## src/rtl/pcd_pkg.sv

```systemverilog
package pcd_pkg;

  localparam int unsigned OPCODE_W = 2;
  localparam int unsigned CHAN_W   = 3;
  localparam int unsigned LEVEL_W  = 16;
  localparam int unsigned GATE_W   = 8;

  typedef enum logic [OPCODE_W-1:0] {
    OP_TICK       = 2'd0,
    OP_ZERO_CROSS = 2'd1,
    OP_WRITE      = 2'd2,
    OP_READ       = 2'd3
  } opcode_t;

  typedef struct packed {
    opcode_t             opcode;
    logic [CHAN_W-1:0]   channel;
    logic [LEVEL_W-1:0]  level;
  } cmd_t;

  typedef struct packed {
    logic [GATE_W-1:0]   gates;
    logic [LEVEL_W-1:0]  read_level;
  } rsp_t;

endpackage

```

## src/rtl/pcd_core.sv

```systemverilog
module pcd_core #(
  parameter int unsigned CHANNELS   = 8,
  parameter int unsigned LEVEL_BITS = 16
) (
  input  logic          clk,
  input  logic          rst,
  input  logic          acc,
  input  pcd_pkg::cmd_t cmd,
  output pcd_pkg::rsp_t rsp
);
  import pcd_pkg::*;

  localparam int unsigned IDX_W = (CHANNELS > 1) ? $clog2(CHANNELS) : 1;

  typedef logic [LEVEL_BITS-1:0] level_t;

  localparam level_t LEVEL_MAX = '1;

  level_t                pending [CHANNELS];
  level_t                active  [CHANNELS];
  level_t                elapsed;
  level_t                elapsed_next;
  logic                  armed;
  logic                  armed_next;
  logic [CHANNELS-1:0]   gate_bits;
  logic [CHANNELS-1:0]   gate_bits_next;
  logic [CHANNELS-1:0]   fire;
  logic [IDX_W-1:0]      idx;
  logic                  in_range;
  level_t                wr_level;
  level_t                rd_level;

  assign idx      = IDX_W'(cmd.channel);
  assign in_range = (32'(cmd.channel) < CHANNELS);
  assign wr_level = LEVEL_BITS'(cmd.level);

  // parallel compare against the count before this tick's increment
  always_comb begin
    for (int k = 0; k < CHANNELS; k++) begin
      fire[k] = (active[k] != LEVEL_MAX) && (elapsed >= active[k]);
    end
  end

  always_comb begin
    gate_bits_next = gate_bits;
    elapsed_next   = elapsed;
    armed_next     = armed;
    rd_level       = '0;
    case (cmd.opcode)
      OP_TICK: begin
        if (armed) begin
          gate_bits_next = gate_bits | fire;
          if (elapsed != LEVEL_MAX) begin
            elapsed_next = elapsed + level_t'(1);
          end
        end
      end
      OP_ZERO_CROSS: begin
        gate_bits_next = '0;
        elapsed_next   = '0;
        armed_next     = 1'b1;
      end
      OP_READ: begin
        if (in_range) begin
          rd_level = pending[idx];
        end
      end
      default: ;
    endcase
  end

  assign rsp.gates      = GATE_W'(gate_bits_next);
  assign rsp.read_level = LEVEL_W'(rd_level);

  always_ff @(posedge clk) begin
    if (rst) begin
      for (int k = 0; k < CHANNELS; k++) begin
        pending[k] <= LEVEL_MAX;
        active[k]  <= LEVEL_MAX;
      end
      elapsed   <= '0;
      armed     <= 1'b0;
      gate_bits <= '0;
    end else if (acc) begin
      elapsed   <= elapsed_next;
      armed     <= armed_next;
      gate_bits <= gate_bits_next;
      if (cmd.opcode == OP_ZERO_CROSS) begin
        // page swap: pending set becomes active for this half-cycle
        for (int k = 0; k < CHANNELS; k++) begin
          active[k] <= pending[k];
        end
      end
      if (cmd.opcode == OP_WRITE && in_range) begin
        pending[idx] <= wr_level;
      end
    end
  end

  a_idle_until_armed: assert property (@(posedge clk) disable iff (rst)
    !armed |-> (gate_bits == '0 && elapsed == '0))
    else $error("gates or counter moved before first zero cross");

  a_zero_cross_restart: assert property (@(posedge clk) disable iff (rst)
    acc && cmd.opcode == OP_ZERO_CROSS |=> (gate_bits == '0 && elapsed == '0 && armed))
    else $error("zero cross did not restart the half-cycle");

  a_gates_latch: assert property (@(posedge clk) disable iff (rst)
    acc && cmd.opcode != OP_ZERO_CROSS |=>
      ((gate_bits & $past(gate_bits)) == $past(gate_bits)))
    else $error("gate dropped without zero cross");

endmodule

```

## src/rtl/pcd_obuf.sv

```systemverilog
module pcd_obuf (
  input  logic          clk,
  input  logic          rst,
  input  logic          push,
  input  pcd_pkg::rsp_t push_data,
  output logic          ready,
  output logic          rsp_valid,
  input  logic          rsp_ready,
  output pcd_pkg::rsp_t rsp
);
  import pcd_pkg::*;

  rsp_t main;
  rsp_t skid;
  logic main_valid;
  logic skid_valid;
  logic pop;

  assign pop       = main_valid && rsp_ready;
  assign ready     = !skid_valid;
  assign rsp_valid = main_valid;
  assign rsp       = main;

  always_ff @(posedge clk) begin
    if (rst) begin
      main_valid <= 1'b0;
      skid_valid <= 1'b0;
    end else if (pop) begin
      if (skid_valid) begin
        skid_valid <= 1'b0;
      end else begin
        main_valid <= push;
      end
    end else if (push) begin
      if (main_valid) begin
        skid_valid <= 1'b1;
      end else begin
        main_valid <= 1'b1;
      end
    end
  end

  always_ff @(posedge clk) begin
    if (pop && skid_valid) begin
      main <= skid;
    end else if (push && (pop || !main_valid)) begin
      main <= push_data;
    end
    if (push && main_valid && !pop) begin
      skid <= push_data;
    end
  end

  a_skid_behind_main: assert property (@(posedge clk) disable iff (rst)
    skid_valid |-> main_valid)
    else $error("skid word held with empty output register");

  a_stall_to_skid: assert property (@(posedge clk) disable iff (rst)
    push && main_valid && !pop |=> skid_valid)
    else $error("word pushed under stall was not parked");

  a_rsp_held: assert property (@(posedge clk) disable iff (rst)
    rsp_valid && !rsp_ready |=> rsp_valid && $stable(rsp))
    else $error("rsp word changed or dropped while stalled");

endmodule

```

## src/rtl/phase_control_dimmer_8ch_core.sv

```systemverilog
// Eight-channel phase-angle dimmer.
// cmd channel (cmd_valid/cmd_ready, cmd): one word per event - tick, zero
//   cross, level write or level read (channel, level).
// rsp channel (rsp_valid/rsp_ready, rsp): exactly one word per cmd word,
//   carrying the gate bits after that event and, on a read, the pending
//   level of the addressed channel (zero otherwise).
// The response to a cmd word is registered in the output buffer when the
//   word is accepted. Throughput: one word per cycle while rsp is taken.
// Each word is decoded and applied to the channel state in the accept
//   cycle; the response goes into a two-word output buffer (register plus
//   skid), so cmd_ready depends only on whether the skid slot is full.
// Receiver stall: one more cmd word is absorbed into the skid slot, then
//   cmd_ready drops until rsp drains. No word is dropped or repeated.
// Reset: all levels all-ones (off), counter zero, gates off, not armed.
//   Ticks do nothing until the first zero cross. No clearing pass.
module phase_control_dimmer_8ch_core #(
  parameter int unsigned CHANNELS   = 8,
  parameter int unsigned LEVEL_BITS = 16
) (
  input  logic          clk,
  input  logic          rst,
  input  logic          cmd_valid,
  output logic          cmd_ready,
  input  pcd_pkg::cmd_t cmd,
  output logic          rsp_valid,
  input  logic          rsp_ready,
  output pcd_pkg::rsp_t rsp
);
  import pcd_pkg::*;

  logic acc;
  rsp_t result;

  assign acc = cmd_valid && cmd_ready;

  pcd_core #(
    .CHANNELS   (CHANNELS),
    .LEVEL_BITS (LEVEL_BITS)
  ) u_core (
    .clk (clk),
    .rst (rst),
    .acc (acc),
    .cmd (cmd),
    .rsp (result)
  );

  pcd_obuf u_obuf (
    .clk       (clk),
    .rst       (rst),
    .push      (acc),
    .push_data (result),
    .ready     (cmd_ready),
    .rsp_valid (rsp_valid),
    .rsp_ready (rsp_ready),
    .rsp       (rsp)
  );

endmodule
```

## config.mk

```make
export PLATFORM = sky130hd
export DESIGN_NAME = phase_control_dimmer_8ch_core
export DESIGN_NICKNAME = d
export VERILOG_FILES = /design/src/rtl/pcd_pkg.sv /design/src/rtl/pcd_core.sv /design/src/rtl/pcd_obuf.sv /design/src/rtl/phase_control_dimmer_8ch_core.sv
export SDC_FILE = /design/constraint.sdc
export NUM_CORES = 1
export LEC_CHECK = 0
export ABC_AREA = 0
export CORE_ASPECT_RATIO = 2
export CORE_MARGIN = 2
export CORE_UTILIZATION = 55
export CTS_BUF_LIST = sky130_fd_sc_hd__clkbuf_8 sky130_fd_sc_hd__clkbuf_16
export DETAILED_ROUTE_END_ITERATION = 8
export DONT_BUFFER_PORTS = 1
export MAX_ROUTING_LAYER = met4
export PLACE_DENSITY = 0.74
export SLEW_MARGIN = 40
export SYNTH_ARGS = -nofsm -noshare
export SYNTH_HDL_FRONTEND = slang
export SYNTH_HIERARCHICAL = 1
export SYNTH_SLANG_ARGS = --single-unit
```

## constraint.sdc

```tcl
create_clock -name clk -period 5.7 [get_ports clk]
set_input_delay 1.14 -clock clk [delete_from_list [all_inputs] [get_ports clk]]
set_output_delay 1.14 -clock clk [all_outputs]
set_load 0.005 [all_outputs]
```

==> impl_metrics.toml, run 1 <==
[outcome]
status = "finished clean"

[drt]
drt_iter0_markers = 986
vias = 10800
drt_wl_total_um = 48200
firstDrtPassIters = 7
routedWlPerCell_um = 27.7
vias_per_cell = 6.23
ant_nets = 0
drc = 0

[logic_synthesis]
synth-warning-count = 6
syn_avg_cell_area_um2 = 12.4
synth-simple-area-share_pct = 17.2
seq_area_frac_synth_pct = 57.4
synth_xor_area_share_pct = 0.416
synthAdderAreaFrac_pct = 9.58
synth.distinct_cells = 62
async_flop_share_pct = 0
syn_nets = 1514
synth-seq-cells = 331
synth-compound-area-share_pct = 9.14
netlist_area_um2 = 16800
synthMuxAreaShare_pct = 2.05
synth_ff_type = "edfxtp_1"
synth_edf_count = 304
synth_top_family_by_area = "simple AND/OR/NAND/NOR gates"
synth_cells = 1360

[die]
die_h_um = 252
start_util_pct = 55.8
die_w_um = 128
dieArea_um2 = 32100
design.core.area_um2 = 30200
io_pins = 51
rows = 90

[layout]
layout_common_cells = "edfxtp_1 (304), inv_1 (135), ha_1 (129), nand2b_1 (114)"
postLayoutCellArea_um2 = 18000
fin_nets = 1507
nFillCells = 2367
drive_above_1_share_pct = 12.6
area_delta_synth_final_pct = 7.03
diodes = 0
layout_commonest_cell = "edfxtp_1"

[cts]
h-tree-depth = 1
clockBufferDepth = 3
clockRootBuffer = "clkbuf_16"
numCtsBuffers = 28
tritoncts = "done"
cts_resized = 0
cts_hold_buf = 0
path_clk_slew_ns = 0.07
worst_skew_pair.late_latency_ns = 0.56
cts.sinks = 331
postCtsSetupBuffers = 0

[power]
p_leak_nw = 7.16
max-vdd-ir-drop_uv = 283
p_per_area_nw_per_um2 = 262

[sta]
skew_ns = 0.0146
fmax_mhz = 325
maxSlewViolCount = 0
slew_headroom_pct = 40.7
hold_viol_final = 0
tns_ns = 0
whs_ns = 0.488
tightestPinTransition_ns = 0.888
rsz0062_at_grt = "false"
setup_viol = 0
period_minus_slack_ns = 3.08
period_share_pct = 54.1

[worst_hold_path]
min_path_type = "reg2reg"

[setup_path]
worstPathArrival_ns = 3.40
path_class = "reg2reg"
critPathCaptureType = "flip-flop"
worstPathRequired_ns = 6.01
crit_path_max_fanout = 9
start_kind = "flip-flop"

[grt]
antenna_found_initial = 0
grt_pass1_vias = 10800
grt_max_degree = 91
grt-ovfl-total = 0
grt_first_pass_wirelength_um = 69400
gr-usage-all-layers_pct = 31.2

[job]
drv_cap = 0

[placed_design]
io_buffers = 0
gp_congestion = 1.09
hpwl_um = 37000
dpl_cell_area_um2 = 17200
synth_stat cells (21+ instances only):
| cell type | instances | area [um^2] |
|---|---|---|
| edfxtp_1 | 304 | 9130 |
| clkbuf_1 | 22 | 82.6 |
| and4_1 | 27 | 236 |
| or2_2 | 80 | 500 |
| nand2b_1 | 114 | 713 |
| nand3_1 | 21 | 105 |
| nor2_1 | 35 | 131 |
| nand2_1 | 42 | 158 |
| a22o_1 | 31 | 272 |
| nand4_1 | 36 | 225 |
| or2_1 | 80 | 500 |
| dfxtp_1 | 27 | 541 |
| ha_1 | 129 | 1610 |
| a21oi_1 | 48 | 240 |
| a31oi_1 | 23 | 144 |
| a22oi_1 | 34 | 255 |
| inv_1 | 132 | 495 |
registers in the layout, indices dropped and copies added (netlist names):
register / count
u_core/active: 128
u_core/armed: 1
u_core/elapsed: 16
u_core/gate_bits: 8
u_core/pending: 128
u_obuf/rsp: 24
u_obuf/rsp_valid: 1
u_obuf/skid: 24
u_obuf/skid_valid: 1
through the flow:
step	setup WS (ns)	power (mW)	util (%)	instances
after floorplan	1.91	2.91	-	1360
after global placement	2.18	2.97	56.8	1690
after detailed placement	2.29	2.97	56.9	1691
after CTS	2.71	4.76	59.7	1738
after global routing	2.52	4.86	59.8	1738
final	2.62	4.73	59.8	1738
kinds of logic (layout without fill, tap and decap cells):
family / after synthesis / after routing
and+or+nand+nor: 472 / 472
muxes: 24 / 24
buffers and inverters: 178 / 188
adders and majority gates: 129 / 129
DFF: 331 / 331
xor gates and xnor gates: 8 / 8
AOI/OAI and AO/OA: 218 / 218
final timing paths:
path / end / startpoint / cells past startpoint / slack (ns)
setup / recovery: u_obuf/rsp[17] / u_core/elapsed[0] / 8 / 2.62
hold / removal: u_core/gate_bits[7] / u_core/gate_bits[7] / 1 / 0.49
setup reg to reg: u_obuf/rsp[17] / u_core/elapsed[0] / 8 / 2.62
hold reg to reg: u_core/gate_bits[7] / u_core/gate_bits[7] / 1 / 0.49
critical path: stages, from the launching register on:
cell,delay (ns)
dfxtp_1,0.34
inv_1,0.49
ha_1,0.34
nand2b_1,0.14
a2111oi_0,0.58
o32a_1,0.27
nand3_1,0.18
a22o_1,0.25
mux2_4,0.25
routing by layer:
metal	global-route usage [%]	vias up	share of wire (%)
met5	-	-	0
met4	26.0	0	10
met1	32.8	5178	34
met3	3.80	207	5.2
li1	-	4972	-
met2	51.8	477	50
cell type report:
| cell class | count | area (um^2) | share of cell area, % |
|---|---|---|---|
| clock buffers | 29 | 726 | 4.02 |
| repair buffers | 8 | 72.6 | 0.402 |
| well taps | 368 | 460 | 2.55 |
| inverters | 133 | 504 | 2.80 |
| flip-flops and latches | 331 | 9670 | 53.6 |
| multi-input cells | 851 | 6480 | 35.9 |
| clock inverters | 18 | 118 | 0.652 |
power by group:
group | switching (mW) | internal, mW | total [mW]
clock network | 0.843 | 0.963 | 1.81
logic | 0.130 | 0.0619 | 0.192
registers | 0.0397 | 2.70 | 2.74
total | 1.01 | 3.72 | 4.73
(Power assumes the default switching activity.)
==> run 2: changes to the inputs <==
PLACE_DENSITY = 0.71   (was 0.74)
clock period = 3 ns   (was 5.7 ns; I/O delays follow)
==> impl_metrics.toml, run 2 (synthesized netlist as in run 1, its figures left out) <==
[outcome]
status = "finished clean"

[setup_path]
worstPathRequired_ns = 3.31
slowest_stage = "a2111oi_1"
max_stage_delay_ns = 0.54
r2r_start = "u_core/elapsed[0]"
reg2reg_depth = 8
critPathTopFamily = "compound AO/OA/AOI/OAI gates"
critPathCaptureType = "flip-flop"
path_class = "reg2reg"
path_cells = "inv_1, ha_1, nand2b_1, a2111oi_1, o32a_1, nand3_1, a22o_1, mux2_2"
crit_path_max_fanout = 9
start_kind = "flip-flop"
path_buf_inv = 1
r2r_end = "u_obuf/rsp[22]"
r2r_slack_ns = 0.21
worstPathArrival_ns = 3.09

[grt]
antenna_found_initial = 0
grt_max_degree = 97
grt_first_pass_wirelength_um = 70600
grt_pass1_vias = 11100
gr-usage-all-layers_pct = 31.4
grt-ovfl-total = 0

[drt]
vias = 10900
firstDrtPassIters = 5
drc = 0
wl_met1_um = 16900
met3_length_um = 2080
ant_nets = 0
vias_per_cell = 6.11
routedWlPerCell_um = 26.9
drt_iter0_markers = 962
drt_wl_total_um = 48000
dr_wl_met2_um = 24900
top_layer_used = "met4"

[sta]
slew_headroom_pct = 43.1
tightestPinTransition_ns = 0.853
fmax_mhz = 359
period_share_pct = 92.9
skew_ns = 0.0117
maxSlewViolCount = 0
rsz0062_at_grt = "false"
setup_viol = 0
setup_slack_ns = 0.213
whs_ns = 0.107
hold_viol_final = 0
tns_ns = 0
period_minus_slack_ns = 2.79

[die]
start_util_pct = 55.8
design.core.area_um2 = 30200
die_h_um = 252
dieArea_um2 = 32100
io_pins = 51
die_w_um = 128
rows = 90

[layout]
regArea_um2 = 9670
layout_commonest_cell = "edfxtp_1"
drive_above_1_share_pct = 15.0
reg_top3 = "u_core/active x128, u_core/pending x128"
postLayoutCellArea_um2 = 18400
multi_input_area_um2 = 6470
nFillCells = 2404
diodes = 0
fin_nets = 1546
area_delta_synth_final_pct = 9.28
layout_common_cells = "edfxtp_1 (304), inv_1 (136), ha_1 (129), nand2b_1 (114)"

[cts]
clockBufferDepth = 3
cts.sinks = 331
postCtsSetupBuffers = 0
cts_hold_buf = 0
worst_skew_pair.late_latency_ns = 0.56
numCtsBuffers = 28
tritoncts = "done"
h-tree-depth = 1
clockRootBuffer = "clkbuf_16"
path_clk_slew_ns = 0.07

[worst_hold_path]
min_path_type = "in2reg"
min_from = "rst"
holdPathEnd = "u_obuf/skid_valid"
min_path_cells = 1

[placed_design]
io_buffers = 0
dpl_cell_area_um2 = 17600
hpwl_um = 36300
gp_congestion = 0.969
place_ws_ns = 0.149

[power]
p_per_area_nw_per_um2 = 491
max-vdd-ir-drop_uv = 674
p_leak_nw = 7.41

[job]
drv_cap = 0
run 2: changes by cell type in the layout (fill, tap and decap cells not counted), moves of 2 or more:
cell | before | now
buf_4 | 7 | 38
dfxtp_1 | 24 | 27
inv_6 | 3 | 1
clkinv_1 | 5 | 3
dfxtp_2 | 3 | 0
buf_12 | 1 | 9
clkinv_2 | 5 | 8
run 2: cell type report:
type | instances | area share [%]
Tap cell | 368 | 2.50
Inverter | 133 | 2.73
Sequential cell | 331 | 52.5
Multi-Input combinational cell | 851 | 35.2
Clock inverter | 21 | 0.625
Timing Repair Buffer | 47 | 2.53
Clock buffer | 29 | 3.94
run 2: per-stage QoR:
stage | utilization [%] | power (mW) | instances
after CTS | 61.0 | 9.09 | 1780
final | 61.0 | 9.04 | 1780
after global routing | 61.0 | 9.28 | 1780
after global placement | 58.2 | 5.71 | 1730
after detailed placement | 58.2 | 5.72 | 1730
after floorplan | - | 5.52 | 1360
run 2: timing repair:
item	4_1_cts	5_1_grt
endpoints found under the hold margin	0	0
endpoints found under the setup margin	0	1
gates resized for setup	0	1
run 2: power breakdown:
group          switching, mW  internal [mW]  total [mW]
Sequential            0.0646           5.12        5.18
Combinational          0.284          0.155       0.439
Clock                   1.66           1.76        3.42
Total                   2.01           7.03        9.04
run 2: layer usage:
metal	track usage, %	up-vias
li1	-	5053
met1	33.7	5264
met2	53.9	393
met3	3.37	166
met4	21.5	0
met5	-	-
run 2: how the worst max path moves through the flow:
stage	from	end	slack [ns]	cells after the start
2_1_floorplan	cmd_valid	u_obuf/rsp[0]	0.46	3
3_3_place_gp	u_core/elapsed[0]	u_obuf/rsp[22]	0.16	8
3_5_place_dp	u_core/elapsed[0]	u_obuf/rsp[22]	0.15	8
4_1_cts	u_core/elapsed[0]	u_obuf/rsp[22]	0.14	8
5_1_grt	u_core/elapsed[0]	u_obuf/rsp[17]	0.03	8
6_report	u_core/elapsed[0]	u_obuf/rsp[22]	0.21	8
